==> config.mk <==
export PLATFORM = sky130hd
export DESIGN_NAME = ccrc_div_pipe
export DESIGN_NICKNAME = d
export VERILOG_FILES = /design/src/sv/ccrc_pkg.sv /design/src/sv/ccrc_div_pipe.sv
export SDC_FILE = /design/constraint.sdc
export NUM_CORES = 2
export LEC_CHECK = 0
export BUFFER_PORTS_ARGS = -buffer_cell sky130_fd_sc_hd__buf_4
export CORE_MARGIN = 8
export CORE_UTILIZATION = 53
export CTS_CLUSTER_DIAMETER = 200
export DETAILED_ROUTE_END_ITERATION = 6
export GPL_TIMING_DRIVEN = 0
export MAX_ROUTING_LAYER = met4
export PLACE_DENSITY = 0.72
export SETUP_SLACK_MARGIN = 0.05
export SLEW_MARGIN = 20
export SYNTH_ARGS = -nofsm -noshare
export SYNTH_HDL_FRONTEND = slang
export SYNTH_SLANG_ARGS = --single-unit
export TNS_END_PERCENT = 20
==> constraint.sdc <==
create_clock -name clk_i -period 7 [get_ports clk_i]
set_input_delay 0.7 -clock clk_i [delete_from_list [all_inputs] [get_ports clk_i]]
set_output_delay 0.7 -clock clk_i [all_outputs]
set_load 0.01 [all_outputs]
==> src/sv/ccrc_pkg.sv <==
// ----------------------------------------------------------------------------
// Colour contrast ratio check package
// Shared constants, register codes and the fifth-root helper used to build
// the sRGB linearisation table at elaboration.
// ----------------------------------------------------------------------------
package ccrc_pkg;

  localparam int WQ         = 30;
  localparam int WEIGHT_W   = 16;
  localparam int RATIO_W    = 13;
  localparam int RATIO_FRAC = 8;
  localparam int QUO_W      = 13;
  localparam int ADDR_W     = 3;
  localparam int DATA_W     = 32;

  localparam logic [WEIGHT_W-1:0] W_RED   = 16'd13933;
  localparam logic [WEIGHT_W-1:0] W_GREEN = 16'd46871;
  localparam logic [WEIGHT_W-1:0] W_BLUE  = 16'd4732;

  localparam logic [RATIO_W-1:0] MIN_RATIO_RST = 13'd1152;

  typedef enum logic {
    REG_MIN_RATIO    = 1'b0,
    REG_MIN_LUM_DIFF = 1'b1
  } reg_idx_e;

  function automatic logic [63:0] pow5_q30(input logic [63:0] w);
    logic [63:0] p;
    p = w;
    for (int i = 0; i < 4; i++) begin
      p = (p * w) >> WQ;
    end
    return p;
  endfunction

  function automatic logic [63:0] root5_q30(input logic [63:0] y2);
    logic [63:0] lo;
    logic [63:0] hi;
    logic [63:0] mid;
    lo = 64'd0;
    hi = 64'd1 << WQ;
    for (int i = 0; i < WQ + 2; i++) begin
      if (lo < hi) begin
        mid = lo + ((hi - lo + 64'd1) >> 1);
        if (pow5_q30(mid) <= y2) begin
          lo = mid;
        end else begin
          hi = mid - 64'd1;
        end
      end
    end
    return lo;
  endfunction

endpackage

==> src/sv/ccrc_div_pipe.sv <==
// ----------------------------------------------------------------------------
// Ratio divider
// Pipelined restoring divider giving one quotient bit per stage for the
// 8-fraction-bit contrast ratio, with a side tag carried alongside.
// ----------------------------------------------------------------------------
module ccrc_div_pipe
  import ccrc_pkg::*;
#(
  parameter int NUM_W = 21,
  parameter int TAG_W = 35
) (
  input  logic              clk_i,
  input  logic [QUO_W-1:0]  en_i,
  input  logic [NUM_W-1:0]  num_i,
  input  logic [NUM_W-1:0]  den_i,
  input  logic [TAG_W-1:0]  tag_i,
  output logic [QUO_W-1:0]  quo_o,
  output logic [TAG_W-1:0]  tag_o
);

  localparam int DVW = NUM_W + QUO_W;

  logic [DVW-1:0]   rem_q [QUO_W-1];
  logic [NUM_W-1:0] den_q [QUO_W-1];
  logic [QUO_W-1:0] quo_q [QUO_W];
  logic [TAG_W-1:0] tag_q [QUO_W];

  for (genvar k = 0; k < QUO_W; k++) begin : g_stage
    localparam int B = QUO_W - 1 - k;

    logic [DVW-1:0]   rem_in, trial;
    logic [NUM_W-1:0] den_in;
    logic [QUO_W-1:0] quo_in;
    logic [TAG_W-1:0] tag_in;
    logic             ge;

    if (k == 0) begin : g_first
      assign rem_in = DVW'(num_i) << RATIO_FRAC;
      assign den_in = den_i;
      assign quo_in = '0;
      assign tag_in = tag_i;
    end else begin : g_next
      assign rem_in = rem_q[k-1];
      assign den_in = den_q[k-1];
      assign quo_in = quo_q[k-1];
      assign tag_in = tag_q[k-1];
    end

    assign trial = DVW'(den_in) << B;
    assign ge    = rem_in >= trial;

    always_ff @(posedge clk_i) begin
      if (en_i[k]) begin
        quo_q[k] <= quo_in | (QUO_W'(ge) << B);
        tag_q[k] <= tag_in;
      end
    end

    if (k < QUO_W - 1) begin : g_carry
      always_ff @(posedge clk_i) begin
        if (en_i[k]) begin
          rem_q[k] <= ge ? rem_in - trial : rem_in;
          den_q[k] <= den_in;
        end
      end
    end
  end

  assign quo_o = quo_q[QUO_W-1];
  assign tag_o = tag_q[QUO_W-1];

endmodule

==> results.toml <==
[logic_synthesis]
synth_area_leaders = "edfxtp_1 (65%), ha_1 (6.4%), inv_1 (2.5%)"
synth_edf_count = 1138
netlist_area_sq_um = 52300
ys_ff_latch = 1138
ys.flop_type = "edfxtp_1"
yosysTopAreaCellShare = 0.653
yosys.area.top_type = "edfxtp_1"
yosys_warnings = 0
syn-num-nets = 4305
syn_inst = 3934
synth_cell_types = 92
async_flop_share = 0
syn_area_per_cell_sq_um = 13.3
ys_seq_area_frac = 0.653

[setup_path]
crit_family = "compound AO/OA/AOI/OAI gates"
crit_arrival_ps = 4720
crit_fanout = 10
critical_path_required_ps = 7410
cp_slowest_cell = "o21ai_1"
cpPeakStageDelay_ps = 780
crit_type = "reg2reg"
end_kind = "flop"
startpoint_type = "flop"
critPathBufInv = 1
path_cells = "ha_1 > nor2b_1 > o31a_1 > o41ai_1 > a21boi_1 > a31o_2 > o21ai_1 > clkbuf_1 > o21ai_0"

[grt]
grt_usage = 0.194
grt_overflow = 0
grt_pass1_wl_um = 163000
grt_max_degree = 102
grt_pass1_vias = 31800
antenna_found_initial = 1

[final_layout]
final_common_cell = "edfxtp_1"
syn_to_final_growth_pct = 12.4
drive_above_1_share = 0.100
final_cell_mix = "edfxtp_1 (1138), inv_1 (347), ha_1 (268), nand2_1 (261), o21ai_0 (250)"
layout.nets = 4561
n_antenna_cell = 0

[clocking]
cts_tree = "built"
holdBufCountCts = 0
path_clk_slew_ps = 60
clock_latency_ps = 690
htree_levels = 3
postCtsSetupBuffers = 0
clk_path_buf_depth = 3
numCtsBuffers = 113
ctsResizeCount = 0
cts_sinks = 1138
root_buffer = "clkbuf_16"

[power_and_ir_drop]
p_leak_nw = 22.5
power.total_mw = 21.5
combPwrFrac = 0.278
p_sw_mw = 6.57
sw_frac_of_total = 0.305
power.share.sequential = 0.443
clock_power_share = 0.279
power.internal_mw = 15.0
powerDensity_nw_per_um2 = 366
ir_drop_mv = 0.236

[run]
maxCapViolCount = 0

[routing]
dr.pass1.iters = 5
drt-initial-drc-count = 1594
wirelength_um = 103000
postRouteAntennaNets = 0
avgRoutedWirePerCell_um = 18.5
drc = 0
via_per_inst = 5.51
dr_total_vias = 30700

[sta]
rsz0062_at_grt = "no"
skew_ps = 32.4
fmax_ghz = 0.232
fin_setup_tns_ps = 0
fin_crit_sh = 0.617
maxSlewHeadroom = 0.304
hold_violations = 0
worst_pin_slew_ps = 1040
period_needed_ps = 4320
slew_viol_final = 0
finalSetupViolCount = 0

[die]
core_region_area_sq_um = 98100
die_w_um = 330
dieHeight_um = 330
ioPinCount = 139
initial_utilization = 0.533
die-area_sq_um = 109000
rows = 115

[outcome]
outcome = "completed"

[placed_design]
gp_congestion = 0.959
portBuffers = 138
hpwl_um = 76100

[worst_hold_path]
hold_class = "in2reg"
## power by group through the flow
stage                     clock network (mW)  logic [mW]  registers, mW
after global placement                     0        5.84           9.64
final                                   6.00        5.98           9.54
after CTS                               6.13        5.95           9.53
after detailed placement                   0        5.91           9.66
after global routing                    6.40        6.70           9.65
after floorplan                            0        4.57           9.45
## flip-flops by register name, summed over array words and instances (netlist names)
name   cells
den_q    252
tag_q    455
quo_q     91
rem_q    340
## synthesized netlist by cell type (all sizes together) (6+ instances only)
master,instances
a2111oi,10
a211o,8
a211oi,27
a21boi,15
a21o,101
a21oi,242
a311oi,9
a31oi,29
and2,17
and3,21
and4,6
buf,22
clkbuf,43
edfxtp,1138
fa,12
ha,268
inv,350
mux2,52
nand2,262
nand2b,43
nand3,55
nand3b,6
nand4,44
nand4b,9
nor2,209
nor2b,34
nor3,75
nor4,36
nor4b,7
o2111ai,9
o211ai,24
o21a,36
o21ai,254
o21bai,28
o31a,14
o31ai,38
or2,15
or3,28
or4,18
xnor2,129
xor2,116
## cell families (layout without fill, tap and decap cells)
kind of cell | after synthesis | after routing | share of synthesized area
mux | 56 | 56 | 0.0120
fa+ha+maj | 280 | 280 | 0.0687
simple gates | 900 | 900 | 0.0851
flops | 1138 | 1138 | 0.653
compound gates | 900 | 900 | 0.110
buf+inv | 415 | 768 | 0.0305
xor+xnor | 245 | 245 | 0.0410
## cell type report
cell class / count / area [sq um]
plain buffers: 65 / 284
clock buffers: 131 / 2900
clock inverters: 81 / 840
fillers: 7541 / 39300
inverters: 350 / 1310
multi-input cells: 2381 / 16600
flip-flops and latches: 1138 / 34200
well taps: 1287 / 1610
repair buffers: 141 / 1140
## final timing paths
| kind | from | endpoint | slack [ps] | depth (start not counted) |
|---|---|---|---|---|
| worst max-delay path | rem_q[0][12] | rem_q[0][45] | 2680 | 9 |
| worst min-delay path | tag_i[29] | tag_q[0][29] | 200 | 1 |
| worst max register to register | rem_q[0][12] | rem_q[0][45] | 2680 | 9 |
| worst min register to register | tag_q[0][277] | tag_q[1][32] | 410 | 0 |
## per-stage QoR
stage | hold slack [ps] | setup slack (ps) | instances | cell area, sq um | utilization
after detailed placement | 405 | 2760 | 5359 | 55000 | 0.561
after CTS | 141 | 2730 | 5571 | 58700 | 0.599
after global placement | 400 | 2420 | 5359 | 55000 | 0.560
final | 200 | 2680 | 5574 | 58800 | 0.599
after global routing | 146 | 2520 | 5574 | 58800 | 0.599
after floorplan | 400 | 3860 | 3934 | 52300 | -
## routing by layer
metal | GRT usage | vias up | wire length (um)
li1 | - | 15200 | -
met1 | 0.197 | 14500 | 38800
met2 | 0.364 | 700 | 55500
met3 | 0.0269 | 306 | 3420
met4 | 0.0949 | 0 | 5560
met5 | - | - | 0
Note: power is estimated with default switching activity, not from simulation.
