**src/sv/ccrc_pkg.sv**
```systemverilog
// ----------------------------------------------------------------------------
// Colour contrast ratio check package
// Shared constants, register codes and the fifth-root helper used to build
// the sRGB linearisation table at elaboration.
// ----------------------------------------------------------------------------
package ccrc_pkg;

  localparam int WQ         = 30;
  localparam int WEIGHT_W   = 16;
  localparam int RATIO_W    = 13;
  localparam int RATIO_FRAC = 8;
  localparam int QUO_W      = 13;
  localparam int ADDR_W     = 3;
  localparam int DATA_W     = 32;

  localparam logic [WEIGHT_W-1:0] W_RED   = 16'd13933;
  localparam logic [WEIGHT_W-1:0] W_GREEN = 16'd46871;
  localparam logic [WEIGHT_W-1:0] W_BLUE  = 16'd4732;

  localparam logic [RATIO_W-1:0] MIN_RATIO_RST = 13'd1152;

  typedef enum logic {
    REG_MIN_RATIO    = 1'b0,
    REG_MIN_LUM_DIFF = 1'b1
  } reg_idx_e;

  function automatic logic [63:0] pow5_q30(input logic [63:0] w);
    logic [63:0] p;
    p = w;
    for (int i = 0; i < 4; i++) begin
      p = (p * w) >> WQ;
    end
    return p;
  endfunction

  function automatic logic [63:0] root5_q30(input logic [63:0] y2);
    logic [63:0] lo;
    logic [63:0] hi;
    logic [63:0] mid;
    lo = 64'd0;
    hi = 64'd1 << WQ;
    for (int i = 0; i < WQ + 2; i++) begin
      if (lo < hi) begin
        mid = lo + ((hi - lo + 64'd1) >> 1);
        if (pow5_q30(mid) <= y2) begin
          lo = mid;
        end else begin
          hi = mid - 64'd1;
        end
      end
    end
    return lo;
  endfunction

endpackage

```
**src/sv/ccrc_merge.sv**
```systemverilog
// ----------------------------------------------------------------------------
// Lane merge
// Orders the two luminances, forms the ratio numerator and denominator with
// the 0.05 offset, and decides the distinguishable flag.
// ----------------------------------------------------------------------------
module ccrc_merge
  import ccrc_pkg::*;
#(
  parameter int LUM_FRAC_BITS = 16
) (
  input  logic                       clk_i,
  input  logic                       en_i,
  input  logic [LUM_FRAC_BITS:0]     fg_lum_i,
  input  logic [LUM_FRAC_BITS:0]     bg_lum_i,
  input  logic [LUM_FRAC_BITS:0]     min_diff_i,
  output logic [LUM_FRAC_BITS+4:0]   num_o,
  output logic [LUM_FRAC_BITS+4:0]   den_o,
  output logic [LUM_FRAC_BITS:0]     fg_lum_o,
  output logic [LUM_FRAC_BITS:0]     bg_lum_o,
  output logic                       dist_o
);

  localparam int LW = LUM_FRAC_BITS + 1;
  localparam int NW = LUM_FRAC_BITS + 5;
  localparam logic [NW-1:0] LUM_ONE = NW'(1) << LUM_FRAC_BITS;

  logic [LW-1:0] hi, lo, diff;
  logic [NW-1:0] num_q, den_q;
  logic [LW-1:0] fg_q, bg_q;
  logic          dist_q;

  assign hi   = (fg_lum_i > bg_lum_i) ? fg_lum_i : bg_lum_i;
  assign lo   = (fg_lum_i > bg_lum_i) ? bg_lum_i : fg_lum_i;
  assign diff = hi - lo;

  always_ff @(posedge clk_i) begin
    if (en_i) begin
      num_q  <= NW'(hi) * NW'(20) + LUM_ONE;
      den_q  <= NW'(lo) * NW'(20) + LUM_ONE;
      fg_q   <= fg_lum_i;
      bg_q   <= bg_lum_i;
      dist_q <= diff > min_diff_i;
    end
  end

  assign num_o    = num_q;
  assign den_o    = den_q;
  assign fg_lum_o = fg_q;
  assign bg_lum_o = bg_q;
  assign dist_o   = dist_q;

endmodule

```
**config.mk**
```make
export PLATFORM = sky130hd
export DESIGN_NAME = ccrc_merge
export DESIGN_NICKNAME = d
export VERILOG_FILES = /design/src/sv/ccrc_pkg.sv /design/src/sv/ccrc_merge.sv
export SDC_FILE = /design/constraint.sdc
export NUM_CORES = 1
export LEC_CHECK = 0
export BUFFER_PORTS_ARGS = -buffer_cell sky130_fd_sc_hd__buf_2
export CAP_MARGIN = 20
export CORE_ASPECT_RATIO = 1.1
export CORE_MARGIN = 5
export CORE_UTILIZATION = 40
export CTS_CLUSTER_SIZE = 25
export DETAILED_ROUTE_END_ITERATION = 12
export PLACE_DENSITY = 0.7
export SLEW_MARGIN = 20
export SYNTH_ARGS = -nofsm -noshare
export SYNTH_HDL_FRONTEND = slang
export SYNTH_SLANG_ARGS = --single-unit
```
**constraint.sdc**
```tcl
create_clock -name clk_i -period 16.2 [get_ports clk_i]
set_input_delay 0.81 -clock clk_i [delete_from_list [all_inputs] [get_ports clk_i]]
set_output_delay 0.81 -clock clk_i [all_outputs]
set_load 0.05 [all_outputs]
```
==> out/qor.yml, run 1 <==
p_sw_uw: 457.8
synth_warnings: 0
routabilityCongestion: 0.8871
antenna_found_initial: 4
overflow: 0
critPathTopFamily: "compound AO/OA/AOI/OAI gates"
ys_seq_area_share_pct: 36.42
pwr-share-seq_pct: 28.0
vias: 4867
h-tree-depth: 3
async_flop_share_pct: 0
drc: 0
synth_cell_types: 65
wl_um: 14380
cp.buffers_inverters: 3
layout.nets: 876
critical_path.cell_chain: "buf_2, inv_1, ha_1, a22o_1, or4_1, o22a_2, o31ai_4, buf_4, o21ai_0, ha_1, ha_1, a21o_1, a21oi_1, nand2b_1, a21oi_1, o211a_1, o21ai_0, or3b_2, and4_1, ha_1, nand3_1, xnor3_1"
crit_type: "input port to flip-flop"
grt_pass1_vias: 4588
cp_max_fo: 27
path_clk_slew_ns: 0.06
syn_area_um2: 6018
cts_buffer_depth: 2
power_density_nw_per_um2: 143.7
grt_use_total_pct: 16.32
grt_setup_unrepaired: "false"
synth_edf_count: 73
fillers: 1458
critPathSlowestCell: "o31ai_4"
power_uw: 1019
arrival_ns: 6.36
synth_compound_area_share_pct: 17.42
cap_viol_max_count: 0
die_w_um: 127.0
die_h_um: 138.6
drt_first_pass_iters: 5
slew_viol_final: 0
synthAdderAreaFrac_pct: 20.83
wl_per_cell_um: 15.53
hold_violations: 0
rows: 47
cpPeakStageDelay_ns: 0.63
finalSetupTns_ns: 0
tightest_slew_ns: 0.9410
avgViaCountPerCell: 5.256
max-slew-margin-rel_pct: 37.27
grt_first_pass_wirelength_um: 22910
cts_resized: 0
leakagePower_uw: 0.003326
crit_required_ns: 16.28
postCtsSetupBuffers: 0
status: "complete, no violations"
area_growth_pct: 17.86
drt_iter0_drc: 247
irDropWorstVdd_v: 0.00006520
fmax_mhz: 159.5
finalCriticalPeriod_ns: 6.270
cts_tree: "built"
power.share.switching_pct: 44.92
period_share_pct: 38.71
ys_ff_latch: 73
start_util_pct: 40.29
end_kind: "flip-flop"
cts_buffers: 9
dp_hpwl_um: 11740
syn-instance-count: 601
internal-power_uw: 561.5
cp-start-kind: "input port"
num_io_pins: 130
syn_avg_cell_area_um2: 10.01
p_clk_share_pct: 18.2
hold_class: "input port to flip-flop"
dominantRegCellSynth: "edfxtp_1"
drive_above_1_share_pct: 21.67
synth_top_family_by_area: "adder cells"
stdcell_count: 926
combPwrFrac_pct: 53.8
grt_max_degree: 74
postRouteAntennaNets: 0
synth_mux_area_share_pct: 1.601
cts_hold_repair.buffers: 0
synth-simple-area-share_pct: 12.00
setup_viol: 0
die_area_um2: 17600
core_um2: 14940
cts.sinks: 73
dp_cells: 909
crit_path_frequent_cell: "ha_1"
port-buffer-count: 125
synth_xor_xnor_area_share_pct: 6.861
root_buffer: "clkbuf_16"
per-layer routing:
metal | GRT usage, % | wire [um] | vias up
met1 | 19.26 | 5973 | 2244
met5 | 0 | 34 | -
met4 | 4.743 | 291 | 6
li1 | - | - | 2468
met3 | 5.470 | 1021 | 26
met2 | 28.15 | 7060 | 123
power groups by stage:
| stage | sequential [uW] | clock (uW) | combinational (uW) |
|---|---|---|---|
| finish | 286 | 186 | 548 |
| global route | 291 | 202 | 601 |
| CTS | 287 | 191 | 554 |
| detailed placement | 290 | 0 | 551 |
| global placement | 290 | 0 | 546 |
| floorplan | 452 | 0 | 271 |
cells by family (layout without fill, tap and decap cells):
kind of cell             after synthesis  count (layout)
AO/OA/AOI/OAI                        155             155
XOR/XNOR                              44              44
adder cells (fa/ha/maj)               99              99
buffers and inverters                 68             193
flip-flops                            73              73
multiplexers                           8               8
other                                  1               5
AND/OR/NAND/NOR                      153             153
registers in the layout, summed over array words and instances (netlist names):
name and cells:
bg_lum_o 17, num_o 19, fg_lum_o 17, dist_o 1, den_o 19
through the flow:
step                hold slack [ns]  area (um2)  setup slack, ns  utilization, %
floorplan                    0.9089        6030            10.11               -
CTS                          0.6393        7091            9.919           47.47
global route                 0.6470        7093            9.517           47.49
detailed placement            1.004        6818            9.572           45.64
global placement              1.004        6818            9.665           45.64
finish                       0.6549        7093            9.930           47.49
layout by cell type (no fill, tap or decap), types with 4 or more instances in the layout:
cell type,Yosys,final
nor2b_1,6,6
o21bai_1,6,6
nor2_1,32,32
a31oi_1,6,6
inv_1,49,49
a21oi_1,25,25
o21ai_0,46,46
nand2_1,55,55
edfxtp_1,73,73
nor3_1,10,10
buf_2,3,125
clkbuf_16,0,9
a21o_1,16,16
o22ai_1,6,6
conb_1,1,4
nand3_1,16,16
xnor2_1,29,29
mux2i_1,4,4
nand4_1,6,6
and3_1,4,4
ha_1,97,97
and2_1,5,5
nand2b_1,7,7
a211oi_1,4,4
o21a_1,12,12
xor2_1,13,13
synthesized netlist by cell type (all sizes together), types with 2 or more instances:
master | number | share of area, %
ha | 97 | 20
edfxtp | 73 | 36
nand2 | 55 | 3.4
inv | 49 | 3.1
o21ai | 49 | 4.1
nor2 | 32 | 2.0
xnor2 | 29 | 4.2
a21oi | 25 | 2.1
a21o | 16 | 2.0
nand3 | 16 | 1.3
xor2 | 13 | 1.9
o21a | 12 | 1.5
buf | 11 | 1.2
nor3 | 11 | 1.0
clkbuf | 8 | 0.50
nand2b | 7 | 0.73
a31oi | 6 | 0.62
nand4 | 6 | 0.62
nor2b | 6 | 0.62
o21bai | 6 | 0.75
o22ai | 6 | 0.62
and2 | 5 | 0.52
mux2i | 5 | 1.0
a211oi | 4 | 0.50
and3 | 4 | 0.42
a221oi | 3 | 0.64
mux2 | 3 | 0.56
o211ai | 3 | 0.37
o221ai | 3 | 0.54
o31ai | 3 | 0.60
or3 | 3 | 0.31
a22oi | 2 | 0.25
a32o | 2 | 0.33
and4 | 2 | 0.29
fa | 2 | 0.67
o2111ai | 2 | 0.29
o311a | 2 | 0.33
or2 | 2 | 0.21
xnor3 | 2 | 0.75
worst paths after layout:
path         from           to  slack (ns)  cells after the start
max   bg_lum_i[8]    den_o[20]        9.93                     22
min   bg_lum_i[8]  bg_lum_o[8]        0.65                      1
layout make-up:
cell class	count	area (um2)	share of cell area [%]
antenna	1	2.502	0.03528
clock buffer	10	229.0	3.228
clock inverter	6	43.79	0.6174
timing repair buffer	128	648.1	9.137
multi-input combinational	463	3548	50.03
sequential	73	2192	30.90
inverter	49	183.9	2.593
tap	196	245.2	3.457
Power figures use the tool's default switching activity.
==> inputs of run 2 (changes only) <==
Settings changed: ABC_AREA from default to 1, PLACE_DENSITY 0.7 to 0.69.
Clock period 16.2 ns to 6.1 ns, I/O delays scaled along.
==> run 2 against run 1 <==
Power increased to 2.6 times the previous value. Sequential power increased to 2.6 times the previous value. Worst setup slack got worse by 8.6 ns. Worst hold slack got worse by 0.50 ns. Critical path depth increased by 2. Critical path type unchanged. Largest power group unchanged.
==> out/qor.yml, run 2 <==
stdcell_count: 1108  # +20%
synth_warnings: 0  # unchanged
critical_path.cell_chain: "buf_2, inv_1, ha_1, nand4_1, nor2_2, nand3b_1, nand3_2, buf_4, nand3_1, nand2_1, ha_1, ha_1, fa_1, nand3_1, nand2_1, a21boi_0, o21ai_0, a21boi_0, o21ai_0, xor2_1, inv_1, ha_1, nand3_1, xnor2_1"
critPathSlowestCell: "ha_1"
arrival_ns: 4.84  # -1.52 ns
grt_use_total_pct: 16.65  # +0.32 points
drt_iter0_drc: 208  # -16%
async_flop_share_pct: 0  # unchanged
hold_start: "bg_lum_i[15]"
finalCriticalPeriod_ns: 4.745
yosys-top-cells-area: "edfxtp_1 (35%), ha_1 (19%), nand2_1 (12%)"
cts_resized: 0  # unchanged
dominantRegCellSynth: "edfxtp_1"
die_w_um: 129.5  # +2.0%
num_io_pins: 130  # unchanged
root_buffer: "clkbuf_16"
wl_um: 15110  # +5.1%
cp.buffers_inverters: 4  # +1
path_clk_slew_ns: 0.06  # about the same
dp_hpwl_um: 12400  # +5.6%
synth_cell_types: 40  # -38%
postCtsSetupBuffers: 0  # unchanged
crit_path_frequent_cell: "ha_1"
fin_util_pct: 47.44  # about the same
period_share_pct: 77.79
overflow: 0  # unchanged
rows: 48  # +2.1%
syn_area_um2: 6284  # +4.4%
leakagePower_uw: 0.003966  # +19%
syn_avg_cell_area_um2: 8.139  # -19%
drc: 0  # unchanged
n_antenna_cell: 0  # -1
cts_hold_repair.buffers: 0  # unchanged
cp_max_fo: 24  # -11%
ys_ff_latch: 73  # unchanged
synth_top_cell_area_share_pct: 34.89  # -1.5 points
tightest_slew_ns: 0.9141  # -0.02689 ns
cts.sinks: 73  # unchanged
vias: 5344  # +9.8%
yosysMostFrequentCell: "nand2_1"
wl_per_cell_um: 13.64  # -12%
ys_seq_area_share_pct: 34.89  # -1.5 points
start_util_pct: 40.40  # +0.10 points
finalHoldWorstSlack_ns: 0.1554  # -0.4995 ns
end_kind: "flip-flop"
whs_path_depth: 1  # unchanged
synth_edf_count: 73  # unchanged
port-buffer-count: 125  # unchanged
cts_tree: "built"
layout.nets: 1056  # +21%
synth_top_area_cell: "edfxtp_1"
setup_viol: 0  # unchanged
die_h_um: 141.5  # +2.0%
drive_above_1_share_pct: 18.50  # -3.2 points
cp-start-kind: "input port"
status: "complete, no violations"
area_growth_pct: 17.44
fmax_mhz: 210.7
antenna_found_initial: 0  # -4
grt_setup_unrepaired: "false"
grt_first_pass_wirelength_um: 24040  # +4.9%
crit_required_ns: 6.20  # -10.08 ns
grt_max_degree: 74  # unchanged
crit_type: "input port to flip-flop"
max-slew-margin-rel_pct: 39.06  # +1.8 points
slew_viol_final: 0  # unchanged
finalSetupTns_ns: 0  # unchanged
dp_cells: 1093  # +20%
cts_buffers: 9  # unchanged
irDropWorstVdd_v: 0.0001465  # +120%
min_to: "bg_lum_o[15]"
yosys-top-cells-count: "nand2_1 (206), inv_1 (121), ha_1 (97)"
cpPeakStageDelay_ns: 0.43  # -0.20 ns
hold_violations: 0  # unchanged
grt_pass1_vias: 5040  # +9.9%
syn-instance-count: 772  # +28%
routabilityCongestion: 0.9145  # +3.1%
core_um2: 15550  # +4.1%
power_density_nw_per_um2: 364.7  # +150%
cap_viol_max_count: 0  # unchanged
final_cell_mix: "nand2_1 (206), buf_2 (125), inv_1 (121)"
avgViaCountPerCell: 4.823  # -8.2%
h-tree-depth: 3  # unchanged
final_common_cell: "nand2_1"
cp.depth: 24  # +9.1%
critPathTopFamily: "adder cells"
die_area_um2: 18320  # +4.1%
drt_first_pass_iters: 4  # -1
cts_buffer_depth: 2  # unchanged
postRouteAntennaNets: 0  # unchanged
hold_class: "input port to flip-flop"
-- run 2: layout make-up --
type	count	area (um2)
Timing Repair Buffer	130	663.1
Fill cell	1580	8175
Sequential cell	73	2192
Multi-Input combinational cell	562	3538
Inverter	128	480.5
Clock buffer	12	236.5
Tap cell	200	250.2
Clock inverter	3	18.77
-- run 2: per-stage QoR --
stage | power [uW] | setup slack (ns) | area (um2)
floorplan | 1921 | 1.753 | 6295
detailed placement | 2246 | 1.053 | 7124
global route | 2901 | 0.8816 | 7380
finish | 2691 | 1.355 | 7380
global placement | 2232 | 1.058 | 7124
CTS | 2731 | 1.396 | 7380
-- run 2: per-layer routing --
| metal | vias up | wire, um | share of wire (%) | global-route usage [%] |
|---|---|---|---|---|
| li1 | 2836 | - | - | - |
| met1 | 2368 | 6400 | 42 | 19.75 |
| met2 | 122 | 7460 | 49 | 29.28 |
| met3 | 18 | 1012 | 6.7 | 4.556 |
| met4 | 0 | 235 | 1.6 | 4.978 |
| met5 | - | 0 | 0 | 0 |
-- run 2: worst max-delay path by stage --
stage                  from   endpoint  slack (ns)
2_1_floorplan   bg_lum_i[6]  num_o[20]        1.75
3_3_place_gp   bg_lum_i[16]  den_o[20]        1.06
3_5_place_dp   bg_lum_i[10]  num_o[20]        1.05
4_1_cts        bg_lum_i[10]  num_o[20]        1.40
5_1_grt        bg_lum_i[13]  num_o[20]        0.88
6_report       bg_lum_i[16]  num_o[20]        1.35
-- run 2: logic make-up after synthesis --
family,share of synthesized area (%)
AND/OR/NAND/NOR,22.38
buffers and inverters,8.981
adder cells (fa/ha/maj),19.95
AO/OA/AOI/OAI,8.722
flip-flops,34.89
XOR/XNOR,5.018
other,0.05968
-- run 2: report_power, final --
| group | internal, uW | total, uW | switching [uW] |
|---|---|---|---|
| sequential | 728 | 751 | 23.2 |
| clock | 272 | 468 | 196 |
| combinational | 431 | 1470 | 1040 |
==> inputs of run 3 (changes only) <==
Clock period 6.1 ns to 4.7 ns, I/O delays scaled along.
==> run 3 against run 2 <==
Count of clock-buffer cells in the layout decreased by 3. Global-route usage increased by 1.3 points. Power increased by 36%. Critical path type unchanged. Critical endpoint is now den_o[20].
==> out/qor.yml, run 3 (synthesized netlist as in run 2, its figures left out) <==
setup_viol: 0  # unchanged
drt_iter0_drc: 247  # +19%
drc: 0  # unchanged
cap_viol_max_count: 0  # unchanged
core_um2: 15550  # unchanged
crit_required_ns: 4.80  # -1.40 ns
slew_viol_final: 0  # unchanged
die_w_um: 129.5  # unchanged
avgViaCountPerCell: 4.828  # about the same
die_area_um2: 18320  # unchanged
num_io_pins: 130  # unchanged
cp_max_fo: 16  # -33%
vias: 5460  # +2.2%
routabilityCongestion: 0.8849  # -3.2%
cts_buffers: 9  # unchanged
seq_area_um2: 2192  # unchanged
area_growth_pct: 20.73
arrival_ns: 4.42  # -0.42 ns
hold_class: "input port to flip-flop"
end_kind: "flip-flop"
status: "complete, no violations"
crit_type: "input port to flip-flop"
cp-start-kind: "input port"
overflow: 0  # unchanged
grt_pass1_vias: 5332  # +5.8%
root_buffer: "clkbuf_16"
layout.nets: 1078  # +2.1%
postCtsSetupBuffers: 0  # unchanged
grt_setup_unrepaired: "false"
fmax_mhz: 231.3
dp_cells: 1115  # +2.0%
critPathSlowestCell: "ha_1"
path_clk_slew_ns: 0.06  # about the same
drive_above_1_share_pct: 20.84  # +2.3 points
wl_per_cell_um: 14.17  # +3.9%
finalSetupTns_ns: 0  # unchanged
final_common_cell: "nand2_1"
drt_first_pass_iters: 4  # unchanged
rows: 48  # unchanged
final_cell_mix: "nand2_1 (206), buf_2 (125), inv_1 (121)"
start_util_pct: 40.40  # unchanged
leakagePower_uw: 0.004086  # +3.0%
postRouteAntennaNets: 0  # unchanged
crit_path_frequent_cell: "nand2_1"
hold_violations: 0  # unchanged
cts_tree: "built"
irDropWorstVdd_v: 0.0001976  # +35%
grt_use_total_pct: 17.97  # +1.3 points
finalCriticalPeriod_ns: 4.323
wl_um: 16030  # +6.1%
dp_hpwl_um: 13200  # +6.4%
n_antenna_cell: 0  # unchanged
die_h_um: 141.5  # unchanged
cts.sinks: 73  # unchanged
period_share_pct: 91.97
power_density_nw_per_um2: 481.4  # +32%
cts_buffer_depth: 2  # unchanged
tightest_slew_ns: 0.8525  # -0.06158 ns
grt_first_pass_wirelength_um: 25960  # +8.0%
grt_max_degree: 39  # -47%
fillers: 1571  # -0.57%
h-tree-depth: 3  # unchanged
antenna_found_initial: 0  # unchanged
cpPeakStageDelay_ns: 0.37  # -0.06 ns
max-slew-margin-rel_pct: 43.16  # +4.1 points
stdcell_count: 1131  # +2.1%
multi_input_area_um2: 3541  # about the same
port-buffer-count: 125  # unchanged
run 3: power by group:
group,switching [uW],internal (uW),leakage (uW)
Clock,282,410,0.000143
Combinational,1370,613,0.00323
Sequential,29.5,943,0.000714
Total,1690,1970,0.00409
run 3: worst paths after layout:
kind | slack (ns) | end | cells past startpoint | startpoint
worst max-delay path | 0.38 | den_o[20] | 29 | bg_lum_i[14]
worst min-delay path | 0.08 | bg_lum_o[15] | 1 | bg_lum_i[15]
run 3: stage by stage:
stage / area (um2) / worst slack (ns) / util (%) / hold WS, ns / total power (uW)
after global placement: 7289 / 0.06104 / 46.86 / 0.4380 / 2959
after global routing: 7586 / 0.03910 / 48.77 / 0.08283 / 3927
after floorplan: 6295 / 0.4230 / - / 0.3339 / 2493
after detailed placement: 7289 / 0.01105 / 46.86 / 0.4318 / 2982
after CTS: 7584 / 0.3237 / 48.75 / 0.07408 / 3687
final: 7586 / 0.3774 / 48.77 / 0.08079 / 3652
run 3: routing by layer:
layer	GRT usage, %	wire length [um]
met1	22.25	6814
met2	31.00	7885
met4	7.221	425
met5	0	0
met3	3.012	902
run 3: critical path: cells and delay by family:
family          cells  cell delay, ns
fa+ha+maj           4            1.24
xor+xnor            1            0.14
simple gates       16            1.67
compound gates      4            0.71
buf+inv             4            0.42
run 3: repair_timing:
| item | in CTS | in global routing |
|---|---|---|
| setup endpoints to repair | 0 | 4 |
| hold buffers | 0 | 0 |
| hold endpoints to repair | 0 | 0 |
| resized for setup | 0 | 6 |
run 3: cell type report:
| class | instances | share of cell area, % |
|---|---|---|
| Clock buffer | 9 | 2.969 |
| Multi-Input combinational cell | 562 | 46.68 |
| Tap cell | 200 | 3.299 |
| Inverter | 128 | 6.333 |
| Timing Repair Buffer | 152 | 10.92 |
| Clock inverter | 7 | 0.9071 |
| Sequential cell | 73 | 28.90 |
